File: src/design/mtep_pkg.sv
// ----------------------------------------------------------------------------
// MIDI track event parser package
// Shared types and codes for the track parser front end, queue and formatter.
// ----------------------------------------------------------------------------
package mtep_pkg;

  localparam int QDEPTH = 4;

  typedef enum logic [3:0] {
    PH_DELTA    = 4'd0,
    PH_STATUS   = 4'd1,
    PH_CTRL     = 4'd2,
    PH_SYSLEN   = 4'd3,
    PH_METATYPE = 4'd4,
    PH_METALEN  = 4'd5,
    PH_SKIP     = 4'd6,
    PH_COLLECT  = 4'd7
  } phase_e;

  typedef enum logic [3:0] {
    K_NOTE_ON    = 4'd0,
    K_NOTE_OFF   = 4'd1,
    K_CONTROLLER = 4'd2,
    K_PROGRAM    = 4'd3,
    K_BEND       = 4'd4,
    K_END        = 4'd5,
    K_TEMPO      = 4'd6,
    K_TIMESIG    = 4'd7,
    K_LOOP_BEGIN = 4'd8,
    K_LOOP_ENDB  = 4'd9,
    K_LOOP_END   = 4'd10,
    K_LABEL      = 4'd11,
    K_ERROR      = 4'd12
  } kind_e;

  typedef enum logic [2:0] {
    E_NO_STATUS  = 3'd0,
    E_TEMPO_SIZE = 3'd1,
    E_TS_SIZE    = 3'd2,
    E_DENOM      = 3'd3,
    E_TS_RANGE   = 3'd4
  } err_e;

  typedef enum logic [1:0] {
    CFG_CHANNEL         = 2'd0,
    CFG_PASS_MODE       = 2'd1,
    CFG_CLOCKS_PER_BEAT = 2'd2
  } cfg_idx_e;

  localparam logic [7:0] ST_META    = 8'hFF;
  localparam logic [3:0] ST_SYS_HI  = 4'hF;
  localparam logic [7:0] META_END   = 8'h2F;
  localparam logic [7:0] META_TEMPO = 8'h51;
  localparam logic [7:0] META_TSIG  = 8'h58;
  localparam logic [7:0] CH_OPEN    = 8'h5B;
  localparam logic [7:0] CH_CLOSE   = 8'h5D;
  localparam logic [7:0] CH_COLON   = 8'h3A;
  localparam logic [3:0] HI_NOTE_OFF = 4'h8;
  localparam logic [3:0] HI_NOTE_ON  = 4'h9;
  localparam logic [3:0] HI_CTRL     = 4'hB;
  localparam logic [3:0] HI_PROG     = 4'hC;
  localparam logic [3:0] HI_PRESS    = 4'hD;
  localparam logic [3:0] HI_BEND     = 4'hE;

  typedef struct packed {
    logic [3:0] channel;
    logic       pass_mode;
    logic [4:0] clocks_per_beat;
  } cfg_t;

  typedef struct packed {
    kind_e       kind;
    logic [31:0] abs_time;
    logic [7:0]  b0;
    logic [7:0]  b1;
    logic [7:0]  b2;
    logic [15:0] ts;
    err_e        err;
  } req_t;

endpackage

File: src/design/mtep_front.sv
// ----------------------------------------------------------------------------
// MIDI track event parser front end
// Walks the track byte stream, keeps time and running status, and classifies
// each reportable event into a request for the formatter.
// ----------------------------------------------------------------------------
module mtep_front #(
  parameter int TIME_BITS = 32
) (
  input  logic            clk_i,
  input  logic            rst_ni,
  input  mtep_pkg::cfg_t  cfg_i,
  input  logic            take_i,
  input  logic            op_i,
  input  logic [7:0]      data_i,
  output logic            req_valid_o,
  output mtep_pkg::req_t  req_o
);
  import mtep_pkg::*;

  phase_e                 phase_q, phase_d;
  logic [7:0]             rs_q, rs_d;
  logic [TIME_BITS-1:0]   time_q, time_d;
  logic [31:0]            len_q, len_d;
  logic [31:0]            skip_q, skip_d;
  logic [7:0]             meta_q, meta_d;
  logic [7:0]             fb_q [4];
  logic [7:0]             fb_d [4];
  logic [2:0]             fidx_q, fidx_d;
  logic                   done_q, done_d;

  logic        act;
  logic [31:0] acc;
  logic        last;
  logic        size1;
  logic [2:0]  nidx;
  logic [31:0] skip_nx;
  logic        is_text;
  logic [12:0] prod;
  logic [19:0] ticks;
  logic [19:0] tsv;
  logic        ts_bad;
  logic        ctrl_fire;
  kind_e       ctrl_kind;
  logic        fire;
  kind_e       kind;
  err_e        err;
  logic        halt;

  assign act     = take_i && !op_i && !done_q;
  assign acc     = {len_q[24:0], data_i[6:0]};
  assign last    = !data_i[7];
  assign size1   = (rs_q[7:4] == HI_PROG) || (rs_q[7:4] == HI_PRESS);
  assign nidx    = fidx_q + 3'd1;
  assign skip_nx = skip_q - {31'd0, (skip_q != 32'd0)};
  assign is_text = (meta_q >= 8'd1) && (meta_q <= 8'd7);

  always_comb begin
    for (int i = 0; i < 4; i++) fb_d[i] = fb_q[i];
    if (act) begin
      if (phase_q == PH_STATUS && last && rs_q[7]) begin
        fb_d[0] = data_i;
      end else if (phase_q == PH_CTRL || phase_q == PH_COLLECT) begin
        fb_d[fidx_q[1:0]] = data_i;
      end
    end
  end

  assign prod   = {5'd0, fb_d[0]} * {8'd0, cfg_i.clocks_per_beat};
  assign ticks  = {1'b0, prod, 6'd0} + {2'b0, prod, 5'd0};
  assign tsv    = ticks >> fb_d[1][3:0];
  assign ts_bad = (tsv == 20'd0) || (tsv[19:16] != 4'd0);

  always_comb begin
    ctrl_fire = !cfg_i.pass_mode && (rs_q[3:0] == cfg_i.channel);
    ctrl_kind = K_NOTE_OFF;
    unique case (rs_q[7:4])
      HI_NOTE_OFF: ctrl_kind = K_NOTE_OFF;
      HI_NOTE_ON:  ctrl_kind = (fb_d[1] == 8'd0) ? K_NOTE_OFF : K_NOTE_ON;
      HI_CTRL:     ctrl_kind = K_CONTROLLER;
      HI_PROG:     ctrl_kind = K_PROGRAM;
      HI_BEND:     ctrl_kind = K_BEND;
      default:     ctrl_fire = 1'b0;
    endcase
  end

  // request decode
  always_comb begin
    fire = 1'b0;
    kind = K_END;
    err  = E_NO_STATUS;
    if (act) begin
      unique case (phase_q)
        PH_STATUS: begin
          if (last && !rs_q[7]) begin
            fire = 1'b1;
            kind = K_ERROR;
            err  = E_NO_STATUS;
          end else if (last && size1) begin
            fire = ctrl_fire;
            kind = ctrl_kind;
          end
        end
        PH_CTRL: begin
          if (nidx >= (size1 ? 3'd1 : 3'd2)) begin
            fire = ctrl_fire;
            kind = ctrl_kind;
          end
        end
        PH_METALEN: begin
          if (last) begin
            if (meta_q == META_END) begin
              fire = (acc == 32'd0);
              kind = K_END;
            end else if (cfg_i.pass_mode && meta_q == META_TEMPO && acc != 32'd3) begin
              fire = 1'b1;
              kind = K_ERROR;
              err  = E_TEMPO_SIZE;
            end else if (cfg_i.pass_mode && meta_q == META_TSIG && acc != 32'd4) begin
              fire = 1'b1;
              kind = K_ERROR;
              err  = E_TS_SIZE;
            end
          end
        end
        PH_SKIP: begin
          fire = (skip_nx == 32'd0) && (meta_q == META_END);
          kind = K_END;
        end
        PH_COLLECT: begin
          if (meta_q == META_TSIG) begin
            if (nidx == 3'd2 && data_i >= 8'd16) begin
              fire = 1'b1;
              kind = K_ERROR;
              err  = E_DENOM;
            end else if (nidx == 3'd4) begin
              fire = 1'b1;
              kind = ts_bad ? K_ERROR : K_TIMESIG;
              err  = E_TS_RANGE;
            end
          end else if (meta_q == META_TEMPO) begin
            fire = (nidx == 3'd3);
            kind = K_TEMPO;
          end else if ({29'd0, nidx} >= skip_q) begin
            if (nidx == 3'd1) begin
              fire = 1'b1;
              if (data_i == CH_OPEN) kind = K_LOOP_BEGIN;
              else if (data_i == CH_CLOSE) kind = K_LOOP_END;
              else if (data_i == CH_COLON) kind = K_LABEL;
              else fire = 1'b0;
            end else begin
              fire = (fb_d[0] == CH_CLOSE) && (data_i == CH_OPEN);
              kind = K_LOOP_ENDB;
            end
          end
        end
        default: fire = 1'b0;
      endcase
    end
  end

  assign halt = fire && (kind == K_END || kind == K_ERROR);

  always_comb begin
    req_valid_o    = fire;
    req_o.kind     = kind;
    req_o.abs_time = 32'(time_q);
    req_o.b0       = fb_d[0];
    req_o.b1       = fb_d[1];
    req_o.b2       = fb_d[2];
    req_o.ts       = tsv[15:0];
    req_o.err      = err;
  end

  // next state
  always_comb begin
    phase_d = phase_q;
    rs_d    = rs_q;
    time_d  = time_q;
    len_d   = len_q;
    skip_d  = skip_q;
    meta_d  = meta_q;
    fidx_d  = fidx_q;
    done_d  = done_q;
    if (take_i && op_i) begin
      phase_d = PH_DELTA;
      rs_d    = 8'd0;
      time_d  = '0;
      len_d   = 32'd0;
      skip_d  = 32'd0;
      meta_d  = 8'd0;
      fidx_d  = 3'd0;
      done_d  = 1'b0;
    end else if (act) begin
      unique case (phase_q)
        PH_DELTA: begin
          len_d = acc;
          if (last) begin
            time_d  = time_q + acc[TIME_BITS-1:0];
            len_d   = 32'd0;
            phase_d = PH_STATUS;
          end
        end
        PH_STATUS: begin
          if (last) begin
            fidx_d  = size1 ? 3'd0 : 3'd1;
            phase_d = size1 ? PH_DELTA : PH_CTRL;
          end else begin
            len_d  = 32'd0;
            fidx_d = 3'd0;
            if (data_i == ST_META) begin
              rs_d    = 8'd0;
              phase_d = PH_METATYPE;
            end else if (data_i[7:4] == ST_SYS_HI) begin
              rs_d    = 8'd0;
              meta_d  = 8'd0;
              phase_d = PH_SYSLEN;
            end else begin
              rs_d    = data_i;
              phase_d = PH_CTRL;
            end
          end
        end
        PH_CTRL: begin
          fidx_d = nidx;
          if (nidx >= (size1 ? 3'd1 : 3'd2)) begin
            fidx_d  = 3'd0;
            phase_d = PH_DELTA;
          end
        end
        PH_METATYPE: begin
          meta_d  = data_i;
          len_d   = 32'd0;
          phase_d = PH_METALEN;
        end
        PH_SYSLEN, PH_METALEN: begin
          len_d = acc;
          if (last) begin
            len_d   = 32'd0;
            skip_d  = acc;
            phase_d = (acc == 32'd0) ? PH_DELTA : PH_SKIP;
            if (phase_q == PH_METALEN) begin
              fidx_d = 3'd0;
              if (meta_q != META_END && cfg_i.pass_mode) begin
                if (is_text) begin
                  if (acc == 32'd0) begin
                    phase_d = PH_DELTA;
                  end else if (acc <= 32'd2) begin
                    phase_d = PH_COLLECT;
                  end
                end else if (meta_q == META_TEMPO || meta_q == META_TSIG) begin
                  skip_d  = skip_q;
                  phase_d = PH_COLLECT;
                end
              end
            end
          end
        end
        PH_SKIP: begin
          skip_d = skip_nx;
          if (skip_nx == 32'd0) phase_d = PH_DELTA;
        end
        PH_COLLECT: begin
          fidx_d = nidx;
          if (meta_q == META_TSIG) begin
            if (nidx == 3'd4) phase_d = PH_DELTA;
          end else if (meta_q == META_TEMPO) begin
            if (nidx == 3'd3) phase_d = PH_DELTA;
          end else if ({29'd0, nidx} >= skip_q) begin
            phase_d = PH_DELTA;
          end
        end
        default: phase_d = PH_DELTA;
      endcase
      if (halt) begin
        phase_d = PH_DELTA;
        done_d  = 1'b1;
      end
    end
  end

  always_ff @(posedge clk_i or negedge rst_ni) begin
    if (!rst_ni) begin
      phase_q <= PH_DELTA;
      rs_q    <= 8'd0;
      time_q  <= '0;
      len_q   <= 32'd0;
      skip_q  <= 32'd0;
      meta_q  <= 8'd0;
      fidx_q  <= 3'd0;
      done_q  <= 1'b0;
      for (int i = 0; i < 4; i++) fb_q[i] <= 8'd0;
    end else begin
      phase_q <= phase_d;
      rs_q    <= rs_d;
      time_q  <= time_d;
      len_q   <= len_d;
      skip_q  <= skip_d;
      meta_q  <= meta_d;
      fidx_q  <= fidx_d;
      done_q  <= done_d;
      for (int i = 0; i < 4; i++) fb_q[i] <= fb_d[i];
    end
  end

endmodule

File: src/design/mtep_queue.sv
// ----------------------------------------------------------------------------
// MIDI track event parser request queue
// Small first-in first-out buffer between the parser and the formatter.
// ----------------------------------------------------------------------------
module mtep_queue (
  input  logic            clk_i,
  input  logic            rst_ni,
  input  logic            wr_i,
  input  mtep_pkg::req_t  wr_data_i,
  output logic            full_o,
  input  logic            rd_i,
  output logic            valid_o,
  output mtep_pkg::req_t  rd_data_o
);
  import mtep_pkg::*;

  localparam int PW = $clog2(QDEPTH);
  localparam int CW = $clog2(QDEPTH + 1);

  req_t          mem_q [QDEPTH];
  logic [PW-1:0] wp_q, rp_q;
  logic [CW-1:0] cnt_q;
  logic          do_wr, do_rd;

  assign full_o    = (cnt_q == CW'(QDEPTH));
  assign valid_o   = (cnt_q != '0);
  assign rd_data_o = mem_q[rp_q];
  assign do_wr     = wr_i && !full_o;
  assign do_rd     = rd_i && valid_o;

  always_ff @(posedge clk_i) begin
    if (do_wr) mem_q[wp_q] <= wr_data_i;
  end

  always_ff @(posedge clk_i or negedge rst_ni) begin
    if (!rst_ni) begin
      wp_q  <= '0;
      rp_q  <= '0;
      cnt_q <= '0;
    end else begin
      if (do_wr) wp_q <= (wp_q == PW'(QDEPTH - 1)) ? '0 : wp_q + PW'(1);
      if (do_rd) rp_q <= (rp_q == PW'(QDEPTH - 1)) ? '0 : rp_q + PW'(1);
      cnt_q <= cnt_q + CW'(do_wr) - CW'(do_rd);
    end
  end

endmodule

File: src/design/mtep_back.sv
// ----------------------------------------------------------------------------
// MIDI track event parser formatter
// Turns queued requests into result fields, numbers markers, and holds the
// result register toward the consumer.
// ----------------------------------------------------------------------------
module mtep_back (
  input  logic            clk_i,
  input  logic            rst_ni,
  input  logic            req_valid_i,
  input  mtep_pkg::req_t  req_i,
  output logic            req_pop_o,
  input  logic            pop_i,
  output logic            empty_o,
  output logic [3:0]      kind_o,
  output logic [31:0]     abs_time_o,
  output logic [6:0]      note_o,
  output logic [7:0]      param_a_o,
  output logic [23:0]     param_b_o,
  output logic [2:0]      error_code_o
);
  import mtep_pkg::*;

  logic        out_valid_q;
  logic [23:0] mcount_q;
  logic        take;
  logic        is_marker;
  logic [6:0]  note_d;
  logic [7:0]  pa_d;
  logic [23:0] pb_d;
  logic [2:0]  ec_d;

  assign take      = req_valid_i && (!out_valid_q || pop_i);
  assign req_pop_o = take;
  assign empty_o   = !out_valid_q;
  assign is_marker = (req_i.kind == K_LOOP_BEGIN) || (req_i.kind == K_LOOP_ENDB) ||
                     (req_i.kind == K_LOOP_END) || (req_i.kind == K_LABEL);

  always_comb begin
    note_d = 7'd0;
    pa_d   = 8'd0;
    pb_d   = 24'd0;
    ec_d   = 3'd0;
    unique case (req_i.kind)
      K_NOTE_ON, K_NOTE_OFF: begin
        note_d = req_i.b0[6:0];
        pa_d   = req_i.b1;
      end
      K_CONTROLLER, K_BEND: begin
        pa_d = req_i.b0;
        pb_d = {16'd0, req_i.b1};
      end
      K_PROGRAM: pa_d = req_i.b0;
      K_TEMPO:   pb_d = {req_i.b0, req_i.b1, req_i.b2};
      K_TIMESIG: pb_d = {8'd0, req_i.ts};
      K_LOOP_BEGIN, K_LOOP_ENDB, K_LOOP_END, K_LABEL: pb_d = mcount_q;
      K_ERROR:   ec_d = req_i.err;
      default:   ec_d = 3'd0;
    endcase
  end

  always_ff @(posedge clk_i) begin
    if (take) begin
      kind_o       <= req_i.kind;
      abs_time_o   <= req_i.abs_time;
      note_o       <= note_d;
      param_a_o    <= pa_d;
      param_b_o    <= pb_d;
      error_code_o <= ec_d;
    end
  end

  always_ff @(posedge clk_i or negedge rst_ni) begin
    if (!rst_ni) begin
      out_valid_q <= 1'b0;
      mcount_q    <= 24'd0;
    end else begin
      if (take) out_valid_q <= 1'b1;
      else if (pop_i) out_valid_q <= 1'b0;
      if (take && is_marker) mcount_q <= mcount_q + 24'd1;
    end
  end

endmodule

File: src/design/midi_track_event_parser.sv
// ----------------------------------------------------------------------------
// MIDI track event parser
// Accepts one track byte per cycle and reports channel or sequence events.
// ----------------------------------------------------------------------------
// Throughput: one byte per cycle; input stalls only while the request queue is full.
// Path: an event is written into the request queue at the edge that accepts its
// last byte, then enters the output register when the formatter takes it.
// Reset: clears parser state, marker count, queue and output valid flag; configuration
// returns to channel 0, channel mode, one clock per beat.
module midi_track_event_parser #(
  parameter int TIME_BITS = 32
) (
  input  logic        clk_i,
  input  logic        rst_ni,
  input  logic        cfg_valid_i,
  output logic        cfg_ready_o,
  input  logic [1:0]  cfg_index_i,
  input  logic [4:0]  cfg_data_i,
  input  logic        push,
  output logic        full,
  input  logic        op_i,
  input  logic [7:0]  data_byte_i,
  output logic        empty,
  input  logic        pop,
  output logic [3:0]  kind_o,
  output logic [31:0] abs_time_o,
  output logic [6:0]  note_o,
  output logic [7:0]  param_a_o,
  output logic [23:0] param_b_o,
  output logic [2:0]  error_code_o
);
  import mtep_pkg::*;

  cfg_t cfg_q;
  logic take;
  logic req_valid, q_valid, q_pop;
  req_t req, q_data;

  assign cfg_ready_o = 1'b1;
  assign take        = push && !full;

  always_ff @(posedge clk_i or negedge rst_ni) begin
    if (!rst_ni) begin
      cfg_q.channel         <= 4'd0;
      cfg_q.pass_mode       <= 1'b0;
      cfg_q.clocks_per_beat <= 5'd1;
    end else if (cfg_valid_i) begin
      unique case (cfg_index_i)
        CFG_CHANNEL:         cfg_q.channel         <= cfg_data_i[3:0];
        CFG_PASS_MODE:       cfg_q.pass_mode       <= cfg_data_i[0];
        CFG_CLOCKS_PER_BEAT: cfg_q.clocks_per_beat <= cfg_data_i;
        default:             cfg_q                 <= cfg_q;
      endcase
    end
  end

  mtep_front #(
    .TIME_BITS(TIME_BITS)
  ) u_front (
    .clk_i      (clk_i),
    .rst_ni     (rst_ni),
    .cfg_i      (cfg_q),
    .take_i     (take),
    .op_i       (op_i),
    .data_i     (data_byte_i),
    .req_valid_o(req_valid),
    .req_o      (req)
  );

  mtep_queue u_queue (
    .clk_i    (clk_i),
    .rst_ni   (rst_ni),
    .wr_i     (req_valid),
    .wr_data_i(req),
    .full_o   (full),
    .rd_i     (q_pop),
    .valid_o  (q_valid),
    .rd_data_o(q_data)
  );

  mtep_back u_back (
    .clk_i       (clk_i),
    .rst_ni      (rst_ni),
    .req_valid_i (q_valid),
    .req_i       (q_data),
    .req_pop_o   (q_pop),
    .pop_i       (pop),
    .empty_o     (empty),
    .kind_o      (kind_o),
    .abs_time_o  (abs_time_o),
    .note_o      (note_o),
    .param_a_o   (param_a_o),
    .param_b_o   (param_b_o),
    .error_code_o(error_code_o)
  );

endmodule

File: config.mk
export PLATFORM = sky130hd
export DESIGN_NAME = midi_track_event_parser
export DESIGN_NICKNAME = d
export VERILOG_FILES = /design/src/design/mtep_pkg.sv /design/src/design/mtep_front.sv /design/src/design/mtep_queue.sv /design/src/design/mtep_back.sv /design/src/design/midi_track_event_parser.sv
export SDC_FILE = /design/constraint.sdc
export NUM_CORES = 1
export LEC_CHECK = 0
export BUFFER_PORTS_ARGS = -buffer_cell sky130_fd_sc_hd__buf_2
export CORE_MARGIN = 2
export CORE_UTILIZATION = 58
export CTS_BUF_LIST = sky130_fd_sc_hd__clkbuf_8
export DETAILED_ROUTE_END_ITERATION = 8
export PLACE_DENSITY = 0.75
export SLEW_MARGIN = 20
export SYNTH_ARGS = -nofsm -noshare
export SYNTH_HDL_FRONTEND = slang
export SYNTH_SLANG_ARGS = --single-unit
File: constraint.sdc
create_clock -name clk_i -period 8.56 [get_ports clk_i]
set_clock_uncertainty 0.2 [all_clocks]
set_input_delay 0.428 -clock clk_i [delete_from_list [all_inputs] [get_ports clk_i]]
set_output_delay 0.428 -clock clk_i [all_outputs]
set_load 0.1 [all_outputs]
-- Word-level counts from Yosys, hierarchy flattened
Memories as Yosys holds them, arrays and structs flattened.
Index checks and enable logic that the tools add are counted.
W data, S select, Z words.
- flip-flop bits (word level): 265
- memory bits (writable): 316
- input bits: 21
- output and inout bits: 81
- word-level logic and storage cells: 318
- memories kept: 1
- memories (memory ; depth ; bits a word ; read ports ; clocked after Yosys merged registers in ; write ports ; line ; text):
    u_queue.mem_q ; 4 ; 79 ; 1 ; 0 ; 1 ; mtep_queue.sv:20 ; req_t mem_q [QDEPTH];
- $add $sub $neg: 9
- multiply operators: 1
- magnitude comparators: 8
- equal/unequal tests: 62
- shifts and indexed selects: 1
- muxes and demuxes: 129
- bitwise gates (word level): 2
- reduce and logical (&&, ||, !) cells: 79
- operators by type and width (kind ; count):
    $mux W32 ; 13
    $mux W4 ; 38
    $mux W8 ; 13
    $mux W25 ; 4
    $pmux W24 S4 ; 1
    $pmux W25 S3 ; 1
    $logic_not A32 Y1 ; 2
    $pmux W32 S2 ; 1
    $eq A4 B4 Y1 const B ; 13
    $mux W3 ; 14
    $eq A8 B7 Y1 const B ; 5
    $add A32 B32 Y32 ; 1
    $bwmux W32 ; 1
    $eq A4 B3 Y1 const B ; 8
    $ge A3 B32 Y1 ; 1
    $le A32 B2 Y1 const B ; 1
    $ne A32 B2 Y1 const B ; 1
    $ne A32 B3 Y1 const B ; 1
    $pmux W4 S4 ; 2
    $pmux W8 S2 ; 2
    $reduce_bool A32 Y1 ; 1
    $sub A32 B1 Y32 ; 1
    $mux W1 ; 28
    $pmux W4 S7 ; 1
    63 further kinds ; 137

-- Longest topological paths before layout
Gate-level depths: netlist (run 1).
- depth after elaboration: 26
- mapped depth: 36

-- By module
A second synthesis (run 1) with hierarchy kept.
- cell total of the unflattened synthesis: 2186
- area, all modules: 28207.1 sq um
- by module, submodules not included (module ; times used ; cells an instance ; area an instance (sq um) ; sequential area each (sq um)):
    mtep_queue ; 1 ; 457 ; 11888.9 ; 9664.3
    mtep_front ; 1 ; 1442 ; 11841.4 ; 3403.3
    mtep_back ; 1 ; 261 ; 4061.4 ; 2967.8
    midi_track_event_parser ; 1 ; 26 ; 415.4 ; 251.5

-- Worst setup path before layout (run 1)
OpenSTA, ideal clock, no wires.
- path kind: reg2reg
- start point: register u_front.fidx_q[0]
- end point: register u_front.phase_q[0]
- library setup time: 136 ps
- arrival: 8639 ps
- data required time: 8224 ps
- path slack: -415 ps
- stages on the path, launching flop included: 35
- cell sequence: dfrtp_1 inv_1 ha_1 or4bb_1 o211ai_1 and2_1 clkbuf_1 mux2i_1 inv_1 nand2_1 fa_1 fa_1 fa_1 inv_1 ha_1 a211o_1 a21o_1 a21oi_1 xnor2_1 ha_1 clkbuf_1 a21oi_1 nand2_1 o41ai_2 nand2_1 mux2i_1 nor4_4 o221a_4 a222oi_1 nor4b_1 and4_1 o31a_1 a311o_2 nand2b_1 o32ai_1
- RTL lines (what ; line ; text):
    from (decl) ; mtep_front.sv:28 ; logic [2:0] fidx_q, fidx_d;
    from (signal assigned) ; mtep_front.sv:299 ; fidx_q <= fidx_d;
    to (signal assigned) ; mtep_front.sv:293 ; phase_q <= phase_d;
    to (decl) ; mtep_front.sv:20 ; phase_e phase_q, phase_d;

==> results of run 1 <==
per-layer routing:
metal / GRT usage / up-vias
met4: 0.09272 / 0
met2: 0.4344 / 836
met1: 0.4170 / 10162
li1: - / 9123
met5: 0 / -
met3: 0.04733 / 120
layout by cell type (no fill, tap or decap), types with 96 or more instances in the layout:
cell type                  instances
sky130_fd_sc_hd__edfxtp_1        394
sky130_fd_sc_hd__dfrtp_1         175
sky130_fd_sc_hd__nand2_1         173
sky130_fd_sc_hd__o21ai_0         148
sky130_fd_sc_hd__buf_4           145
sky130_fd_sc_hd__nor2_1          138
sky130_fd_sc_hd__inv_1           115
sky130_fd_sc_hd__buf_2            99
sky130_fd_sc_hd__clkbuf_8         98
sky130_fd_sc_hd__a21oi_1          96
through the flow:
stage / setup TNS (ns) / cells / util / instance area, um^2 / hold slack [ns]
5_1_grt: -0.6589 / 3192 / 0.6810 / 32650 / 0.1004
6_report: 0 / 3192 / 0.6810 / 32650 / 0.05869
3_5_place_dp: -1.589 / 2986 / 0.6302 / 30220 / 0.2091
4_1_cts: 0 / 3173 / 0.6708 / 32160 / 0.04912
3_3_place_gp: -0.2963 / 2986 / 0.6302 / 30220 / 0.2104
2_1_floorplan: 0 / 2243 / - / 28330 / -0.06759
worst max-delay path: cells and delay by family (launching register included):
family	cells	cell delay [ns]
buffers and inverters	9	1.14
XOR/XNOR	1	0.08
AO/OA/AOI/OAI	11	2.25
AND/OR/NAND/NOR	9	1.77
adder cells (fa/ha/maj)	6	2.17
flip-flops	1	0.40
multiplexers	1	0.33
layout make-up:
| cell class | instances | area, um^2 |
|---|---|---|
| multi-input cells | 1492 | 11720 |
| clock buffers | 98 | 1349 |
| well taps | 615 | 769.5 |
| fillers | 3340 | 15290 |
| inverters | 80 | 300.3 |
| repair buffers | 267 | 1849 |
| clock inverters | 66 | 369.1 |
| diodes | 2 | 5.005 |
| flip-flops and latches | 572 | 16290 |
sequential cells by signal (all words and copies together) (netlist names), 10 cells and up:
signal / flops
u_front.fb_q: 24
u_front.skip_q: 32
u_back.mcount_q: 24
u_back.abs_time_o: 32
u_front.len_q: 25
u_queue.mem_q: 316
cfg_q: 10
u_front.time_q: 32
u_back.param_b_o: 24
worst paths after layout:
kind	start	endpoint	slack, ns	depth (start not counted)
worst max-delay path	u_front.fidx_q[1]	u_front.phase_q[2]	0.09	37
min in group clk_i	data_byte_i[1]	u_front.fb_q[25]	0.17	4
max in group asynchronous	rst_ni	u_front.time_q[22]	6.77	3
worst min-delay path	rst_ni	u_front.fb_q[26]	0.06	2
worst max register to register	u_front.fidx_q[1]	u_front.phase_q[2]	0.09	37
worst min register to register	u_back.mcount_q[23]	u_back.mcount_q[23]	0.28	1
logic make-up after synthesis:
kind of cell / count (synthesis) / share of synthesized area
simple gates: 653 / 0.1170
flops: 572 / 0.5754
compound gates: 527 / 0.1266
buf+inv: 179 / 0.02533
mux: 128 / 0.07881
fa+ha+maj: 109 / 0.05375
xor+xnor: 74 / 0.02290
other cells: 1 / 0.0001325
timing repair:
item                                    CTS  global route
endpoints found under the hold margin    64             0
hold buffers                             16             0
resized for setup                         5            62
buffers inserted                          7            16
pin swaps                                 5            39
endpoints found under the setup margin    4            16
gates cloned                              0             0
==> summary.md, run 1 <==
| Metric | Value |
|---|---|
| Relative area change from synthesis to final layout | `15.36%` |
| Setup crit end kind | `flop` |
| Vias in the first global route | `19,911` |
| First-pass GRT wire length | `110,800 um` |
| Number of top-level pins | `102` |
| Most frequent cell on the critical path | `sky130_fd_sc_hd__buf_4` |
| Pre-Repair DR Iteration Count | `6` |
| Max Transition Viols Final | `0` |
| Average vias per placed instance | `6.341` |
| Cell types with the largest area share after synthesis | `sky130_fd_sc_hd__edfxtp_1 42%, sky130_fd_sc_hd__dfrtp_1 16%, sky130_fd_sc_hd__mux4_2 5.8%` |
| Count of endpoints failing setup in the final report | `0` |
| Proportion of layout cells with a drive suffix above 1 | `0.2202` |
| Starting density of the core | `0.5904` |
| Net total in the final layout | `2,632` |
| Final worst setup slack | `0.09072 ns` |
| Number of enable flip-flop cells after synthesis | `394` |
| Routed wire length on met2 | `32,750 um` |
| Maximum clock insertion buffer count | `3` |
| Critical path launch point type | `flop` |
| Final WL | `70,910 um` |
| Area enclosed by the die boundary | `50,590 um^2` |
| Average wire per standard cell | `22.21 um` |
| Yosys warnings | `0` |
| Maximum Capacitance Violations | `0` |
| Number of endpoints with negative hold slack in the final report | `0` |
| Clock-pin slew on the worst setup and hold paths | `0.06 ns` |
| Clock H-tree levels | `3` |
| Number of buffers inserted during clock tree synthesis | `89` |
| Syn avg cell area | `12.62 um^2` |
| Congestion Overflow GR | `0` |
| Portion of the clock cycle consumed by the worst path in the final layout | `0.9894` |
| Dominant register cell in the synthesized netlist | `sky130_fd_sc_hd__edfxtp_1` |
| Post-Synthesis Cells | `2,243` |
| Remaining DRCs | `0` |
| HPWL after detailed placement | `48,180 um` |
| Post-synth ARST share | `0.3112` |
| Cell Area, Synth | `28,310 um^2` |
| Leading cell types by count after synthesis | `394 x sky130_fd_sc_hd__edfxtp_1, 177 x sky130_fd_sc_hd__dfrtp_1, 175 x sky130_fd_sc_hd__nand2_1` |
| CP peak stage delay | `0.53 ns` |
| Largest area contributor in the synthesized netlist | `sky130_fd_sc_hd__edfxtp_1` |
| Cell with the most instances after synthesis | `sky130_fd_sc_hd__edfxtp_1` |
| TritonCTS clock tree | `yes` |
| Highest Clock Rate | `118.1 MHz` |
| Clock latency on the worst-skew pair | `0.68 ns` |
| Sequential fraction of the synthesis area | `0.5754` |
| Largest fanout on the critical path | `6` |
| Measured slew at the worst slew-check pin | `1.113 ns` |
| DIE HEIGHT | `224.9 um` |
| Buffer type at the clock tree root | `sky130_fd_sc_hd__clkbuf_8` |
| Tmin final | `8.469 ns` |
| Number of port buffers | `100` |
| TritonCTS sink count | `572` |
| Routability congestion estimate | `0.9448` |
| DRC violation total after the first TritonRoute iteration | `2,042` |
| Total GRT Usage | `0.2833` |
| Distinct cells, synth | `103` |
| Type of the worst setup path | `flop to flop` |
| Die Wd | `224.9 um` |
| Maximum number of pins on one net before global-route repair | `75` |
| Highest signal layer in the routed design | `met4` |
| Status | `complete, no violations` |
| Worst hold path type | `input pin to asynchronous set/reset pin` |
| Via Count | `20,241` |
| Number of antenna violations at the first check in global routing | `3` |
| Relative max-transition margin | `0.2579` |
| FF+latch count, synth | `572` |
| Nets in the synthesized netlist | `2,373` |
| Total length of routed met3 wires | `5291 um` |
| Placement row count | `80` |
| Unrepaired setup endpoints after global routing | `true` |
| Pre-CTS setup slack | `-0.3562 ns` |
| Slowest cell on the critical path | `sky130_fd_sc_hd__fa_1` |
| Wl on met1 | `31,140 um` |
| Arrival time at the worst endpoint | `8.79 ns` |
| CORE AREA | `47,950 um^2` |
| Count of nets left with antenna violations after detail routing | `0` |
| CP required | `8.88 ns` |
| Portion of synthesized cell area occupied by the leading cell type | `0.4180` |
Power of run 1 is left out: the tool's default activity adds up to more than one toggle a clock period on the data nets, which glitch-free logic cannot reach.
==> run 2: changes to the inputs <==
Settings changed: CORE_UTILIZATION 58 to 60.
Clock period 8.56 ns to 7.9 ns, I/O delays scaled along.
==> summary.md, run 2 (synthesized netlist as in run 1, its figures left out) <==
| Metric | Value |
|---|---|
| Clock H-tree levels | `3 (unchanged)` |
| Number of top-level pins | `102 (unchanged)` |
| Total GRT Usage | `0.2924 (+0.009086)` |
| Pre-Repair DR Iteration Count | `8 (+2)` |
| Type of the worst setup path | `flop to flop` |
| Clock latency on the worst-skew pair | `0.69 ns (about the same)` |
| Flip-flop count of the largest register, all copies and words added | `316 (unchanged)` |
| Relative area change from synthesis to final layout | `17.15%` |
| Relative max-transition margin | `0.2787 (+0.02077)` |
| DRC violation total after the first TritonRoute iteration | `1,930 (-5.5%)` |
| Slack of the worst reg-to-reg path | `-0.29 ns (-0.38 ns)` |
| Tmin final | `8.191 ns (-0.2785 ns)` |
| Starting density of the core | `0.6080 (+0.01763)` |
| CORE AREA | `46,560 um^2 (-2.9%)` |
| Status | `finished, violations left` |
| Largest register by flop count | `u_queue.mem_q` |
| Final WL | `70,890 um (about the same)` |
| Buffer type at the clock tree root | `sky130_fd_sc_hd__clkbuf_8` |
| Slowest cell on the critical path | `sky130_fd_sc_hd__or4b_1` |
| Number of endpoints with negative hold slack in the final report | `0 (unchanged)` |
| Net total in the final layout | `2,684 (+2.0%)` |
| Largest fanout on the critical path | `6 (unchanged)` |
| Setup crit end kind | `flop` |
| Placement row count | `79 (-1.3%)` |
| Critical path launch point type | `flop` |
| Final setup TNS | `-1.289 ns (-1.289 ns)` |
| Number of port buffers | `100 (unchanged)` |
| Via Count | `20,239 (-0.0099%)` |
| Maximum number of pins on one net before global-route repair | `80 (+6.7%)` |
| Die Wd | `221.2 um (-1.7%)` |
| Most common cell after layout, fill and taps aside | `sky130_fd_sc_hd__edfxtp_1` |
| Maximum Capacitance Violations | `0 (unchanged)` |
| TritonCTS clock tree | `yes` |
| TritonCTS sink count | `572 (unchanged)` |
| Portion of the clock cycle consumed by the worst path in the final layout | `1.037 (+0.04741)` |
| Worst hold path type | `input pin to asynchronous set/reset pin` |
| Number of buffers inserted during clock tree synthesis | `92 (+3.4%)` |
| Number of antenna violations at the first check in global routing | `2 (-1)` |
| Proportion of layout cells with a drive suffix above 1 | `0.2421 (+0.02192)` |
| Unrepaired setup endpoints after global routing | `true` |
| Average vias per placed instance | `6.247 (-1.5%)` |
| End of the worst register-to-register path | `u_front.phase_q[1]` |
| Max Transition Viols Final | `0 (unchanged)` |
| Maximum clock insertion buffer count | `3 (unchanged)` |
| Area enclosed by the die boundary | `48,930 um^2 (-3.3%)` |
| CP required | `8.21 ns (-0.67 ns)` |
| Vias in the first global route | `20,116 (+1.0%)` |
| Average wire per standard cell | `21.88 um (-1.5%)` |
| Arrival time at the worst endpoint | `8.50 ns (-0.29 ns)` |
| Count of endpoints failing setup in the final report | `8 (+8)` |
| Worst Reg-to-Reg Cells | `33 (-11%)` |
| Measured slew at the worst slew-check pin | `1.082 ns (-0.03116 ns)` |
| Count of nets left with antenna violations after detail routing | `0 (unchanged)` |
| Remaining DRCs | `0 (unchanged)` |
| Violations in the final reports | `setup timing` |
| DIE HEIGHT | `221.2 um (-1.7%)` |
| CP peak stage delay | `0.50 ns (-0.03 ns)` |
| Highest Clock Rate | `122.1 MHz (+3.4%)` |
| Congestion Overflow GR | `0 (unchanged)` |
| Startpoint of the lowest-slack register-to-register path | `u_front.phase_q[1]` |
| Leading cell types in the layout, fill and taps excluded | `394 x sky130_fd_sc_hd__edfxtp_1, 191 x sky130_fd_sc_hd__buf_4, 174 x sky130_fd_sc_hd__dfrtp_1` |
| Final worst setup slack | `-0.2908 ns (-0.3815 ns)` |
| Pre-CTS setup slack | `-0.8300 ns (-0.4738 ns)` |
| First-pass GRT wire length | `111,800 um (+0.93%)` |
| Clock-pin slew on the worst setup and hold paths | `0.06 ns (about the same)` |
| HPWL after detailed placement | `48,770 um (+1.2%)` |
| Routability congestion estimate | `0.9327 (-1.3%)` |
| Fill count | `3,126 (-6.4%)` |
run 2: stage by stage:
step | instances | hold slack (ns) | instance area (um^2) | util
after floorplan | 2243 | -0.1006 | 28510 | -
after global placement | 3028 | 0.2036 | 30810 | 0.6618
after detailed placement | 3028 | 0.2070 | 30810 | 0.6618
after CTS | 3234 | 0.01670 | 33020 | 0.7093
after global routing | 3240 | 0.03346 | 33160 | 0.7122
final | 3240 | 0.03938 | 33160 | 0.7122
run 2: area by class of cell:
cell class,instances,area (um^2),area share
multi-input combinational,1492,11690,0.3525
antenna,2,5.005,0.0001509
timing repair buffer,316,2285,0.06890
sequential,572,16290,0.4914
clock inverter,70,434.2,0.01309
clock buffer,101,1390,0.04192
tap,607,759.5,0.02290
inverter,80,302.8,0.009131
run 2: layer usage:
metal | part of all wire | vias up | global-route usage
li1 | - | 9241 | -
met1 | 0.43 | 10087 | 0.4255
met2 | 0.47 | 785 | 0.4525
met3 | 0.076 | 126 | 0.05418
met4 | 0.024 | 0 | 0.09093
met5 | 0 | - | 0
run 2: critical path, delay by kind of cell, from the launching register on:
family / cells / cell delay [ns]
AOI/OAI and AO/OA: 13 / 3.08
xor gates and xnor gates: 1 / 0.11
adders and majority gates: 5 / 1.92
buffers and inverters: 6 / 0.68
DFF: 1 / 0.41
muxes: 1 / 0.24
and+or+nand+nor: 7 / 1.37
run 2: worst max-delay path by stage:
stage          cells after the start          startpoint                  to  slack, ns
5_1_grt                           34  u_front.phase_q[1]  u_front.phase_q[2]      -0.71
4_1_cts                           33  u_front.phase_q[1]  u_front.phase_q[1]      -0.25
6_report                          33  u_front.phase_q[1]  u_front.phase_q[1]      -0.29
3_3_place_gp                      32      data_byte_i[7]  u_front.phase_q[1]      -0.69
3_5_place_dp                      32      data_byte_i[7]  u_front.phase_q[1]      -0.83
2_1_floorplan                     34   u_front.fidx_q[0]  u_front.phase_q[0]      -0.05
run 2: what timing repair did:
item	4_1_cts	5_1_grt
setup endpoints to repair	16	24
hold buffers	13	0
resized for setup	15	22
pin swaps	26	13
hold endpoints to repair	67	0
setup buffers	22	4
Power of run 2 is left out for the same reason.
